[src/rtl/cis_pkg.sv]
// ---------------------------------------------------------------------------
// cis_pkg: shared types and constants for the cone isolation sums block
// Holds the default widths, the particle codes, the register map and the
// record that travels from the cone stage to the accumulators.
// ---------------------------------------------------------------------------
package cis_pkg;

	// Default sizes for the top-level parameters.
	localparam int ANGLE_BITS_DEF = 11;
	localparam int SUM_BITS_DEF   = 24;

	// Fixed field widths.
	localparam int PT_W     = 16;
	localparam int PID_W    = 12;
	localparam int RADIUS_W = 23;
	localparam int DATA_W   = 32;
	localparam int ADDR_W   = 3;
	localparam int INDEX_W  = 1;

	// Magnitudes of the particle codes that are summed.
	localparam logic signed [PID_W-1:0] ID_CHARGED = 12'sd211;
	localparam logic signed [PID_W-1:0] ID_NEUTRAL = 12'sd130;
	localparam logic signed [PID_W-1:0] ID_PHOTON  = 12'sd22;

	// Register map, by word index.
	localparam logic [INDEX_W-1:0] REG_CONE_RADIUS_SQ = 1'b0;
	localparam logic [RADIUS_W-1:0] CONE_RADIUS_SQ_RST = 23'd9565;

	// Which sum a candidate goes into; CAT_NONE also covers "outside the cone".
	typedef enum logic [1:0] {
		CAT_NONE,
		CAT_CHARGED,
		CAT_NEUTRAL,
		CAT_PHOTON
	} cat_t;

	typedef struct packed {
		cat_t            cat;
		logic [PT_W-1:0] pt;
		logic            first;
		logic            last;
	} cand_rec_t;

endpackage

[src/rtl/cis_apb_regs.sv]
// ---------------------------------------------------------------------------
// cis_apb_regs: configuration register file
// Holds the cone radius squared, written and read over the APB-style port.
// ---------------------------------------------------------------------------
module cis_apb_regs (
	input  logic                              clk,
	input  logic                              arst_n,
	input  logic                              psel,
	input  logic                              penable,
	input  logic                              pwrite,
	input  logic [cis_pkg::ADDR_W-1:0]        paddr,
	input  logic [cis_pkg::DATA_W-1:0]        pwdata,
	output logic [cis_pkg::DATA_W-1:0]        prdata,
	output logic                              pready,
	output logic [cis_pkg::RADIUS_W-1:0]      cone_radius_sq
);

	logic [cis_pkg::RADIUS_W-1:0] radius_q;
	logic [cis_pkg::INDEX_W-1:0]  reg_index;
	logic                         wr_en;

	// Byte address bits below the word are ignored.
	assign reg_index = paddr[cis_pkg::ADDR_W-1:2];
	assign pready    = 1'b1;
	assign wr_en     = psel & penable & pwrite & pready;

	always_ff @(posedge clk or negedge arst_n) begin
		if (!arst_n) begin
			radius_q <= cis_pkg::CONE_RADIUS_SQ_RST;
		end else if (wr_en && reg_index == cis_pkg::REG_CONE_RADIUS_SQ) begin
			radius_q <= pwdata[cis_pkg::RADIUS_W-1:0];
		end
	end

	always_comb begin
		unique case (reg_index)
			cis_pkg::REG_CONE_RADIUS_SQ: begin
				prdata = {{(cis_pkg::DATA_W-cis_pkg::RADIUS_W){1'b0}}, radius_q};
			end
			default: begin
				prdata = '0;
			end
		endcase
	end

	assign cone_radius_sq = radius_q;

endmodule

[src/rtl/cis_cone_stage.sv]
// ---------------------------------------------------------------------------
// cis_cone_stage: cone test and classification
// Forms the angular distance of one candidate, compares it with the radius
// and picks the sum it belongs to; the outcome is registered as stage 2.
// ---------------------------------------------------------------------------
module cis_cone_stage #(
	parameter int ANGLE_BITS = cis_pkg::ANGLE_BITS_DEF
) (
	input  logic                                clk,
	input  logic                                load,
	input  logic signed [ANGLE_BITS-1:0]        ref_eta,
	input  logic signed [ANGLE_BITS-1:0]        ref_phi,
	input  logic signed [ANGLE_BITS-1:0]        cand_eta,
	input  logic signed [ANGLE_BITS-1:0]        cand_phi,
	input  logic [cis_pkg::PT_W-1:0]            cand_pt,
	input  logic signed [cis_pkg::PID_W-1:0]    cand_particle_id,
	input  logic                                first,
	input  logic                                last,
	input  logic [cis_pkg::RADIUS_W-1:0]        cone_radius_sq,
	output cis_pkg::cand_rec_t                  rec_s2
);

	localparam int A      = ANGLE_BITS;
	localparam int DIST_W = 2 * A + 1;
	localparam int CMP_W  = (DIST_W > cis_pkg::RADIUS_W) ? DIST_W : cis_pkg::RADIUS_W;

	logic [A:0]          deta;
	logic [A:0]          ade;
	logic [A-1:0]        dphi;
	logic [A-1:0]        adp;
	logic [2*A+1:0]      ade_sq;
	logic [2*A-1:0]      adp_sq;
	logic [DIST_W-1:0]   span_sq;
	logic [CMP_W-1:0]    dist_x;
	logic [CMP_W-1:0]    radius_x;
	logic                in_cone;
	cis_pkg::cat_t       cat;

	// The eta difference is exact; the phi difference wraps around the circle,
	// so a plain A-bit subtraction gives it.
	assign deta = {cand_eta[A-1], cand_eta} - {ref_eta[A-1], ref_eta};
	assign ade  = deta[A] ? (~deta + 1'b1) : deta;
	assign dphi = cand_phi - ref_phi;
	assign adp  = dphi[A-1] ? (~dphi + 1'b1) : dphi;

	assign ade_sq  = ade * ade;
	assign adp_sq  = adp * adp;
	assign span_sq = ade_sq[DIST_W-1:0] + {1'b0, adp_sq};

	assign dist_x   = CMP_W'(span_sq);
	assign radius_x = CMP_W'(cone_radius_sq);
	assign in_cone  = dist_x < radius_x;

	always_comb begin
		cat = cis_pkg::CAT_NONE;
		if (in_cone) begin
			if (cand_particle_id == cis_pkg::ID_CHARGED ||
			    cand_particle_id == -cis_pkg::ID_CHARGED) begin
				cat = cis_pkg::CAT_CHARGED;
			end else if (cand_particle_id == cis_pkg::ID_NEUTRAL ||
			             cand_particle_id == -cis_pkg::ID_NEUTRAL) begin
				cat = cis_pkg::CAT_NEUTRAL;
			end else if (cand_particle_id == cis_pkg::ID_PHOTON ||
			             cand_particle_id == -cis_pkg::ID_PHOTON) begin
				cat = cis_pkg::CAT_PHOTON;
			end
		end
	end

	always_ff @(posedge clk) begin
		if (load) begin
			rec_s2.cat   <= cat;
			rec_s2.pt    <= cand_pt;
			rec_s2.first <= first;
			rec_s2.last  <= last;
		end
	end

endmodule

[src/rtl/cis_accum.sv]
// ---------------------------------------------------------------------------
// cis_accum: saturating accumulators and result register
// Adds a classified candidate into its sum and loads the three sums into the
// result register when the candidate closes a run.
// ---------------------------------------------------------------------------
module cis_accum #(
	parameter int SUM_BITS = cis_pkg::SUM_BITS_DEF
) (
	input  logic                   clk,
	input  logic                   arst_n,
	input  logic                   valid_s2,
	input  cis_pkg::cand_rec_t     rec_s2,
	output logic                   go_s2,
	output logic                   sums_valid,
	input  logic                   sums_stall,
	output logic [SUM_BITS-1:0]    charged_sum,
	output logic [SUM_BITS-1:0]    neutral_sum,
	output logic [SUM_BITS-1:0]    photon_sum
);

	logic [SUM_BITS-1:0] charged_q, neutral_q, photon_q;
	logic [SUM_BITS-1:0] charged_base, neutral_base, photon_base;
	logic [SUM_BITS-1:0] charged_nx, neutral_nx, photon_nx;
	logic [SUM_BITS-1:0] add_base;
	logic [SUM_BITS:0]   add_sum;
	logic [SUM_BITS-1:0] add_sat;
	logic                out_valid_q;
	logic                out_free;
	logic                commit;

	// A beat that does not close a run never needs the result register.
	assign out_free = !out_valid_q || !sums_stall;
	assign go_s2    = !rec_s2.last || out_free;
	assign commit   = valid_s2 && go_s2;

	assign charged_base = rec_s2.first ? '0 : charged_q;
	assign neutral_base = rec_s2.first ? '0 : neutral_q;
	assign photon_base  = rec_s2.first ? '0 : photon_q;

	always_comb begin
		case (rec_s2.cat)
			cis_pkg::CAT_CHARGED: add_base = charged_base;
			cis_pkg::CAT_NEUTRAL: add_base = neutral_base;
			default:              add_base = photon_base;
		endcase
	end

	// At most one sum takes an addition per beat, so one saturating adder serves all three.
	assign add_sum = {1'b0, add_base} + (SUM_BITS+1)'(rec_s2.pt);
	assign add_sat = add_sum[SUM_BITS] ? '1 : add_sum[SUM_BITS-1:0];

	assign charged_nx = (rec_s2.cat == cis_pkg::CAT_CHARGED) ? add_sat : charged_base;
	assign neutral_nx = (rec_s2.cat == cis_pkg::CAT_NEUTRAL) ? add_sat : neutral_base;
	assign photon_nx  = (rec_s2.cat == cis_pkg::CAT_PHOTON)  ? add_sat : photon_base;

	always_ff @(posedge clk or negedge arst_n) begin
		if (!arst_n) begin
			charged_q <= '0;
			neutral_q <= '0;
			photon_q  <= '0;
		end else if (commit) begin
			charged_q <= charged_nx;
			neutral_q <= neutral_nx;
			photon_q  <= photon_nx;
		end
	end

	always_ff @(posedge clk or negedge arst_n) begin
		if (!arst_n) begin
			out_valid_q <= 1'b0;
		end else if (commit && rec_s2.last) begin
			out_valid_q <= 1'b1;
		end else if (!sums_stall) begin
			out_valid_q <= 1'b0;
		end
	end

	always_ff @(posedge clk) begin
		if (commit && rec_s2.last) begin
			charged_sum <= charged_nx;
			neutral_sum <= neutral_nx;
			photon_sum  <= photon_nx;
		end
	end

	assign sums_valid = out_valid_q;

endmodule

[src/rtl/cone_isolation_sums.sv]
// ---------------------------------------------------------------------------
// cone_isolation_sums: particle-flow cone isolation sums
// Streams particle candidates against a reference direction and keeps
// separate saturating pt sums of charged hadrons, neutral hadrons and photons
// that fall inside a configurable cone.
// ---------------------------------------------------------------------------
//
//  Channel   Handshake              Direction  Beat contents
//  cand      cand_valid/cand_stall  in         ref and cand angles, pt, id,
//                                              first, last
//  sums      sums_valid/sums_stall  out        charged, neutral, photon sums
//  config    psel/penable/pwrite    in         cone_radius_sq at byte addr 0
//
//  Cycles: one candidate beat per clock unless a closing beat waits for the
//  result register. A candidate passes the input and cone stage registers,
//  and a run's sums load into the result register as its last beat commits;
//  the accumulator feedback loop through the sum registers sets the rate.
//  Reset: arst_n clears all valid flags and the three sums and loads the
//  default radius of 9565 (about 0.3 squared); no clearing pass is needed.
//  Stalls: only a beat that closes a run waits for the result register, so
//  candidates keep flowing while a finished result sits unclaimed until such
//  a beat reaches the accumulators.
//
module cone_isolation_sums #(
	parameter int ANGLE_BITS = cis_pkg::ANGLE_BITS_DEF,
	parameter int SUM_BITS   = cis_pkg::SUM_BITS_DEF
) (
	input  logic                                clk,
	input  logic                                arst_n,

	// Candidate beats.
	input  logic                                cand_valid,
	output logic                                cand_stall,
	input  logic signed [ANGLE_BITS-1:0]        ref_eta,
	input  logic signed [ANGLE_BITS-1:0]        ref_phi,
	input  logic signed [ANGLE_BITS-1:0]        cand_eta,
	input  logic signed [ANGLE_BITS-1:0]        cand_phi,
	input  logic [cis_pkg::PT_W-1:0]            cand_pt,
	input  logic signed [cis_pkg::PID_W-1:0]    cand_particle_id,
	input  logic                                first,
	input  logic                                last,

	// Result beats.
	output logic                                sums_valid,
	input  logic                                sums_stall,
	output logic [SUM_BITS-1:0]                 charged_sum,
	output logic [SUM_BITS-1:0]                 neutral_sum,
	output logic [SUM_BITS-1:0]                 photon_sum,

	// Configuration port.
	input  logic                                psel,
	input  logic                                penable,
	input  logic                                pwrite,
	input  logic [cis_pkg::ADDR_W-1:0]          paddr,
	input  logic [cis_pkg::DATA_W-1:0]          pwdata,
	output logic [cis_pkg::DATA_W-1:0]          prdata,
	output logic                                pready
);

	// Input register, stage 1.
	logic                              valid_s1;
	logic signed [ANGLE_BITS-1:0]      ref_eta_s1, ref_phi_s1;
	logic signed [ANGLE_BITS-1:0]      cand_eta_s1, cand_phi_s1;
	logic [cis_pkg::PT_W-1:0]          cand_pt_s1;
	logic signed [cis_pkg::PID_W-1:0]  cand_pid_s1;
	logic                              first_s1, last_s1;

	// Cone stage register, stage 2.
	logic                              valid_s2;
	cis_pkg::cand_rec_t                rec_s2;

	logic                              go_s2;
	logic                              load_s2;
	logic                              load_s1;
	logic [cis_pkg::RADIUS_W-1:0]      cone_radius_sq;

	// Each stage takes a new beat when it is empty or its beat moves on.
	assign load_s2    = !valid_s2 || go_s2;
	assign load_s1    = !valid_s1 || load_s2;
	assign cand_stall = !load_s1;

	always_ff @(posedge clk or negedge arst_n) begin
		if (!arst_n) begin
			valid_s1 <= 1'b0;
			valid_s2 <= 1'b0;
		end else begin
			if (load_s1) begin
				valid_s1 <= cand_valid;
			end
			if (load_s2) begin
				valid_s2 <= valid_s1;
			end
		end
	end

	always_ff @(posedge clk) begin
		if (load_s1) begin
			ref_eta_s1  <= ref_eta;
			ref_phi_s1  <= ref_phi;
			cand_eta_s1 <= cand_eta;
			cand_phi_s1 <= cand_phi;
			cand_pt_s1  <= cand_pt;
			cand_pid_s1 <= cand_particle_id;
			first_s1    <= first;
			last_s1     <= last;
		end
	end

	cis_apb_regs u_regs (
		.clk            (clk),
		.arst_n         (arst_n),
		.psel           (psel),
		.penable        (penable),
		.pwrite         (pwrite),
		.paddr          (paddr),
		.pwdata         (pwdata),
		.prdata         (prdata),
		.pready         (pready),
		.cone_radius_sq (cone_radius_sq)
	);

	// Distance, cone test and category; registered into stage 2.
	cis_cone_stage #(
		.ANGLE_BITS (ANGLE_BITS)
	) u_cone (
		.clk              (clk),
		.load             (load_s2),
		.ref_eta          (ref_eta_s1),
		.ref_phi          (ref_phi_s1),
		.cand_eta         (cand_eta_s1),
		.cand_phi         (cand_phi_s1),
		.cand_pt          (cand_pt_s1),
		.cand_particle_id (cand_pid_s1),
		.first            (first_s1),
		.last             (last_s1),
		.cone_radius_sq   (cone_radius_sq),
		.rec_s2           (rec_s2)
	);

	// Sums and the result register.
	cis_accum #(
		.SUM_BITS (SUM_BITS)
	) u_accum (
		.clk         (clk),
		.arst_n      (arst_n),
		.valid_s2    (valid_s2),
		.rec_s2      (rec_s2),
		.go_s2       (go_s2),
		.sums_valid  (sums_valid),
		.sums_stall  (sums_stall),
		.charged_sum (charged_sum),
		.neutral_sum (neutral_sum),
		.photon_sum  (photon_sum)
	);

endmodule
[config.mk]
export PLATFORM = sky130hd
export DESIGN_NAME = cone_isolation_sums
export DESIGN_NICKNAME = d
export VERILOG_FILES = /design/src/rtl/cis_pkg.sv /design/src/rtl/cis_apb_regs.sv /design/src/rtl/cis_cone_stage.sv /design/src/rtl/cis_accum.sv /design/src/rtl/cone_isolation_sums.sv
export SDC_FILE = /design/constraint.sdc
export NUM_CORES = 1
export LEC_CHECK = 0
export ABC_AREA = 0
export BUFFER_PORTS_ARGS = -buffer_cell sky130_fd_sc_hd__clkbuf_2
export CORE_MARGIN = 4
export CORE_UTILIZATION = 60
export DETAILED_ROUTE_END_ITERATION = 8
export PLACE_DENSITY = 0.92
export RECOVER_POWER = 25
export SETUP_SLACK_MARGIN = 0.4
export SLEW_MARGIN = 10
export SYNTH_ARGS = -nofsm -noshare
export SYNTH_HDL_FRONTEND = slang
export SYNTH_HIERARCHICAL = 1
export SYNTH_SLANG_ARGS = --single-unit
export TNS_END_PERCENT = 50
[constraint.sdc]
create_clock -name clk -period 13.9 [get_ports clk]
set_input_delay 3.475 -clock clk [delete_from_list [all_inputs] [get_ports clk]]
set_output_delay 3.475 -clock clk [all_outputs]
set_load 0.01 [all_outputs]
==> impl_metrics.csv, run 1 <==
group,metric,value,unit
outcome,status,"finished, violations left",
outcome,violations,"capacitance limit, slew limit",
cts,clk_pin_slew,70,ps
yosys,synthDominantCellAreaShare,23.3,%
worst_hold_path,min-delay-path-class,"reg -> reg",
worst_setup_path,worst_ep_required_time,14200,ps
global_routing,overflow,0,
cts,ctsResizeCount,0,
worst_setup_path,path_class,"reg -> reg",
floorplan,ioPinCount,223,
global_routing,grt_pass1_vias,17700,
route,wl,51800,µm
route,drc,0,
route,route.met2.wl,26300,µm
timing,finalHoldViolations,0,
cts,root_buffer,"clkbuf_16",
worst_setup_path,cp_common_cell,"fa_1",
route,drtPass1Iterations,8,
route,wl_met1,18700,µm
yosys,synthesis.area,21400,µm²
yosys,seq_area_frac_synth,34.8,%
yosys,synthesis.instances,2107,
worst_setup_path,cp_data_arrival_time,11760,ps
route,wl_per_cell,18.6,µm
worst_setup_path,end_kind,"flop",
route,met3_length,4490,µm
route,first_iter_violations,1497,
cts,clkSinkCount,264,
timing,max-slew-margin-rel,-168,%
cts,htreeDepth,1,
cts,cts_setup_buffers,0,
floorplan,die_h,197,µm
layout,final_net_count,2773,
timing,fin_tns_setup,0,ps
cts,cts_tree,"built",
cts,cts_hold_buf,0,
worst_setup_path,slowest_stage,"xor2_1",
layout,drive_above_1_share,14.4,%
timing,drv_slew,148,
layout,mostFrequentLayoutCells,"inv_1 (320), clkbuf_2 (187), fa_1 (187), nand2_1 (175), ha_1 (170)",
cts,cts_max_path_buffers,3,
yosys,ys_ff_latch,264,
floorplan,num_rows,68,
worst_setup_path,critPathLaunchType,"flop",
floorplan,start_util,61.3,%
yosys,yosysWarnings,6,
placed_design,gp_congestion,0.928,
global_routing,grt_pass1_wl,85800,µm
worst_setup_path,max_stage_delay,890,ps
timing,finClkSkew,47.1,ps
cts,cts_buffers,28,
timing,finalCritPeriodShare,82.5,%
yosys,synth_edf_count,166,
yosys,synth_top_area_cell,"edfxtp_1",
route,avgViaCountPerCell,5.94,
global_routing,track_usage,26.9,%
timing,fin_crit,11460,ps
global_routing,antenna_found_initial,1,
floorplan,dieArea,38700,µm²
cts,clk-insertion-delay-late,590,ps
yosys,synthArstFlopShare,37.1,%
route,ant_nets,0,
worst_setup_path,cp_max_fo,14,
route,vias,16500,
yosys,syn_area_per_cell,10.2,µm²
timing,rsz0062_at_grt,"no",
global_routing,grt_max_degree,76,
yosys,synth_area_leaders,"edfxtp_1 (23%), fa_1 (18%), dfrtp_1 (11%)",
yosys,synthFlopType,"edfxtp_1",
floorplan,core_area,34900,µm²
layout,areaGrowthSynthToFinish,11.0,%
job,cap_violations,3,
placed_design,hpwl,39600,µm
placed_design,portBuffers,201,
layout,n_fill_cell,2415,
yosys,synth_cell_types,94,
timing,worst_slew_pin_slew,4020,ps
route,routed.top_layer,"met4",
floorplan,dieWidth,197,µm
layout,mostFrequentLayoutCell,"inv_1",
timing,fmax,87.2,MHz
timing,report.final.setup_viol,0,
critical path, delay by kind of cell, from the launching register on:
| kind | cells | cell delay [ps] |
|---|---|---|
| adders and majority gates | 10 | 4170 |
| buffers and inverters | 4 | 250 |
| AOI/OAI and AO/OA | 14 | 2810 |
| DFF | 1 | 360 |
| and+or+nand+nor | 7 | 1970 |
| xor gates and xnor gates | 3 | 1670 |
flip-flops by register name (all words and copies together) (netlist names), 16 cells and up:
name / cells
u_accum/photon_q: 24
u_cone/rec_s2: 20
u_accum/neutral_sum: 24
u_accum/charged_sum: 24
u_accum/charged_q: 24
u_accum/photon_sum: 24
cand_pt_s1: 16
u_accum/neutral_q: 24
u_regs/cone_radius_sq: 23
cells by family after synthesis:
| family | after synthesis | share of synthesized area (%) |
|---|---|---|
| and+or+nand+nor | 569 | 12.9 |
| other | 4 | 0.0702 |
| AOI/OAI and AO/OA | 391 | 11.7 |
| DFF | 264 | 34.8 |
| muxes | 44 | 2.55 |
| adders and majority gates | 357 | 27.4 |
| xor gates and xnor gates | 69 | 2.96 |
| buffers and inverters | 409 | 7.61 |
cell usage after synthesis, types with 7 or more instances:
master and instances:
nor2b_1 33, or2_2 14, a32o_1 8, dfstp_2 8, xnor2_1 43, edfxtp_1 166
nor2_2 8, a21o_1 22, and2_1 14, o31a_1 8, o21ai_1 47, mux2i_1 20
ha_1 170, clkbuf_1 54, or3_1 12, o21a_1 15, nor3_1 24, buf_4 13
a21oi_1 62, a221o_1 15, nor4_1 7, nand3_1 31, nand2b_1 43, buf_2 11
xor2_1 23, nor2_1 157, a211oi_1 10, nand2_1 175, o21ai_0 132, and3_1 11
inv_1 320, fa_1 187, mux2_4 20, dfrtp_1 90
stage by stage:
stage / area (µm²) / utilization [%] / cells / setup slack (ps) / hold WS (ps)
6_report: 23800 / 68.1 / 2778 / 2440 / 414
5_1_grt: 23800 / 68.1 / 2778 / 1710 / 423
4_1_cts: 23800 / 68.2 / 2777 / 2610 / 415
3_5_place_dp: 22800 / 65.5 / 2725 / 2640 / 405
3_3_place_gp: 22800 / 65.5 / 2725 / 3060 / 402
2_1_floorplan: 21500 / - / 2130 / 4330 / 400
path summary, 6_finish.rpt:
| check | start | endpoint | slack (ps) | cells past startpoint |
|---|---|---|---|---|
| min in group asynchronous | arst_n | u_regs/cone_radius_sq[5]$_DFFE_PN0P_ | 3240 | 1 |
| min reg2reg | cand_pt_s1[7]$_DFFE_PP_ | u_cone/rec_s2[9]$_DFFE_PP_ | 410 | 0 |
| max reg2reg | cand_phi_s1[0]$_DFFE_PP_ | u_cone/rec_s2[19]$_SDFFCE_PP0P_ | 2440 | 38 |
| min | cand_pt_s1[7]$_DFFE_PP_ | u_cone/rec_s2[9]$_DFFE_PP_ | 410 | 0 |
| max | cand_phi_s1[0]$_DFFE_PP_ | u_cone/rec_s2[19]$_SDFFCE_PP0P_ | 2440 | 38 |
| max in group asynchronous | arst_n | u_accum/charged_q[20]$_DFFE_PN0P_ | 6130 | 2 |
routing by layer:
layer	global-route usage, %	vias up
li1	-	7425
met1	32.3	7897
met4	12.4	0
met3	4.55	212
met5	0	-
met2	47.6	981
layout make-up:
class	count	area, µm²	share of cell area (%)
Inverter	323	1210	5.10
Clock buffer	33	739	3.11
Clock inverter	19	208	0.874
Multi-Input combinational cell	1457	12400	52.2
Timing Repair Buffer	226	1170	4.92
Antenna cell	1	2.50	0.0105
Tap cell	455	569	2.40
Sequential cell	264	7450	31.3
Power of run 1 is not shown: default switching activity piles up to over one toggle a cycle in this logic, so the estimate is an artifact.
==> inputs of run 2 (changes only) <==
--- a/config.mk
+++ b/config.mk
@@ -5,12 +5,12 @@
 export SDC_FILE = /design/constraint.sdc
 export NUM_CORES = 1
 export LEC_CHECK = 0
-export ABC_AREA = 0
+export ABC_AREA = 1
 export BUFFER_PORTS_ARGS = -buffer_cell sky130_fd_sc_hd__clkbuf_2
 export CORE_MARGIN = 4
-export CORE_UTILIZATION = 60
+export CORE_UTILIZATION = 55
 export DETAILED_ROUTE_END_ITERATION = 8
-export PLACE_DENSITY = 0.92
+export PLACE_DENSITY = 0.89
 export RECOVER_POWER = 25
 export SETUP_SLACK_MARGIN = 0.4
 export SLEW_MARGIN = 10
==> constraint.sdc (replaced) <==
create_clock -name clk -period 10.1 [get_ports clk]
set_input_delay 2.525 -clock clk [delete_from_list [all_inputs] [get_ports clk]]
set_output_delay 2.525 -clock clk [all_outputs]
set_load 0.01 [all_outputs]
==> impl_metrics.csv, run 2 <==
group,metric,value,unit
layout,mostFrequentLayoutCell,"nand2_1",
job,cap_violations,2,
worst_setup_path,critPathLaunchType,"flop",
yosys,synthesis.area,22600,µm²
worst_setup_path,path_class,"reg -> reg",
worst_setup_path,slowest_stage,"fa_1",
yosys,syn_area_per_cell,8.59,µm²
layout,areaGrowthSynthToFinish,10.6,%
floorplan,num_rows,74,
global_routing,track_usage,24.3,%
floorplan,die_h,211,µm
placed_design,gp_congestion,0.925,
yosys,yosysWarnings,6,
timing,drv_slew,101,
timing,finalHoldViolations,0,
yosys,synthSimpleGateAreaFrac,21.4,%
yosys,seq_area_frac_synth,32.9,%
yosys,synthArstFlopShare,37.1,%
route,wl,54100,µm
global_routing,grt_max_degree,78,
timing,fin_crit,9160,ps
yosys,synth_top_family_by_area,"adder cells",
timing,worst_slew_pin_slew,3860,ps
global_routing,antenna_found_initial,4,
global_routing,grt_pass1_wl,88800,µm
route,avgViaCountPerCell,5.41,
worst_hold_path,min-delay-path-class,"reg -> reg",
route,routed.top_layer,"met4",
global_routing,overflow,0,
layout,mostFrequentLayoutCells,"nand2_1 (624), inv_1 (516), clkbuf_2 (190), fa_1 (187), nor2_1 (178)",
placed_design,portBuffers,201,
layout,final_net_count,3295,
layout,drive_above_1_share,14.0,%
timing,fmax,109,MHz
yosys,synth-compound-area-share,6.06,%
cts,cts_tree,"built",
yosys,synth_mux_area_share,0,%
floorplan,start_util,55.5,%
yosys,synth_cell_types,60,
timing,report.final.setup_viol,0,
worst_setup_path,cp_common_cell,"inv_1",
route,drc,0,
route,first_iter_violations,1813,
floorplan,ioPinCount,223,
route,vias,18300,
outcome,status,"finished, violations left",
route,drtPass1Iterations,8,
yosys,yosysMostFrequentCell,"nand2_1",
timing,finalCritPeriodShare,90.7,%
timing,finClkSkew,19.8,ps
floorplan,dieWidth,211,µm
cts,root_buffer,"clkbuf_16",
layout,n_fill_cell,3148,
global_routing,grt_pass1_vias,18300,
placed_design,hpwl,40900,µm
worst_setup_path,max_stage_delay,600,ps
worst_setup_path,cp_max_fo,9,
route,ant_nets,0,
route,met3_length,4520,µm
timing,fin_tns_setup,0,ps
floorplan,core_area,40700,µm²
yosys,synthFlopType,"edfxtp_1",
outcome,violations,"capacitance limit, slew limit",
yosys,ys_ff_latch,264,
worst_setup_path,cp_data_arrival_time,9480,ps
cts,cts_max_path_buffers,3,
floorplan,dieArea,44500,µm²
yosys,synth_area_leaders,"edfxtp_1 (22%), fa_1 (17%), nand2_1 (10%)",
route,wl_per_cell,16.0,µm
yosys,synth_top_area_cell,"edfxtp_1",
cts,clk_pin_slew,60,ps
route,wl_met1,20000,µm
cts,clk-insertion-delay-late,580,ps
yosys,synthXorXnorAreaFrac,2.52,%
yosys,synthDominantCellAreaShare,22.0,%
yosys,synthAdderAreaFrac,25.9,%
timing,max-slew-margin-rel,-157,%
yosys,synthesis.instances,2633,
timing,rsz0062_at_grt,"no",
yosys,synth_common_cells,"nand2_1 (625), inv_1 (518), fa_1 (187)",
cts,cts_buffers,27,
yosys,synth_edf_count,166,
worst_setup_path,worst_ep_required_time,10420,ps
route,route.met2.wl,27400,µm
cts,clkSinkCount,264,
cts,htreeDepth,1,
worst_setup_path,end_kind,"flop",
## run 2: cell types whose count changed in the layout (fill, tap and decap cells not counted), sizes merged, moves of 31 or more
cell    delta
inv      +228
nor2      +32
nand4     +31
nor2b     -33
nand2    +482
o21ai     -91
nand2b    -44
nand3    +139
## run 2: final timing paths
path	endpoint	cells past startpoint	slack [ps]	start
max	u_cone/rec_s2[18]$_SDFFCE_PP0P_	41	940	ref_eta_s1[0]$_DFFE_PP_
min	u_cone/rec_s2[17]$_DFFE_PP_	0	420	cand_pt_s1[15]$_DFFE_PP_
max reg2reg	u_cone/rec_s2[18]$_SDFFCE_PP0P_	41	940	ref_eta_s1[0]$_DFFE_PP_
max in group asynchronous	u_regs/cone_radius_sq[22]$_DFFE_PN0P_	2	3200	arst_n
min reg2reg	u_cone/rec_s2[17]$_DFFE_PP_	0	420	cand_pt_s1[15]$_DFFE_PP_
min in group asynchronous	u_accum/photon_q[3]$_DFFE_PN0P_	1	2430	arst_n
## run 2: cell families after synthesis
kind of cell,count (synthesis)
simple gates,1105
buf+inv,636
fa+ha+maj,357
flops,264
compound gates,216
xor+xnor,51
other cells,4
## run 2: final cells by class
cell class                      count  area, µm²  share of cell area (%)
Multi-Input combinational cell   1756      12800                    51.0
Sequential cell                   264       7450                    29.8
Inverter                          556       2100                    8.38
Timing Repair Buffer              217       1110                    4.43
Clock buffer                       32        704                    2.82
Tap cell                          532        666                    2.66
Clock inverter                     18        225                   0.900
Antenna cell                        4       10.0                  0.0400
## run 2: worst max-delay path: cells and delay by family (launching register included)
family,cells,cell delay (ps)
flip-flops,1,360
buffers and inverters,10,830
adder cells (fa/ha/maj),12,5110
AO/OA/AOI/OAI,5,940
AND/OR/NAND/NOR,14,1660
## run 2: per-stage QoR
| stage | setup slack [ps] | instances | utilization [%] | hold WS [ps] | cell area, µm² |
|---|---|---|---|---|---|
| floorplan | 1910 | 2656 | - | 400 | 22700 |
| global placement | 905 | 3323 | 59.1 | 402 | 24100 |
| detailed placement | 778 | 3323 | 59.1 | 405 | 24100 |
| CTS | 702 | 3373 | 61.4 | 421 | 25000 |
| global route | 453 | 3379 | 61.4 | 424 | 25000 |
| finish | 938 | 3379 | 61.4 | 419 | 25000 |
## run 2: repair_timing
action	CTS	global route
buffers inserted	0	2
endpoints found under the setup margin	0	2
hold buffers	0	0
gates resized for setup	0	5
## run 2: metal layers
metal	GRT usage (%)	up-vias
met5	0	-
met4	8.56	0
met3	4.04	177
met2	42.9	877
met1	30.4	8638
li1	-	8585
Power of run 2 is left out for the same reason.
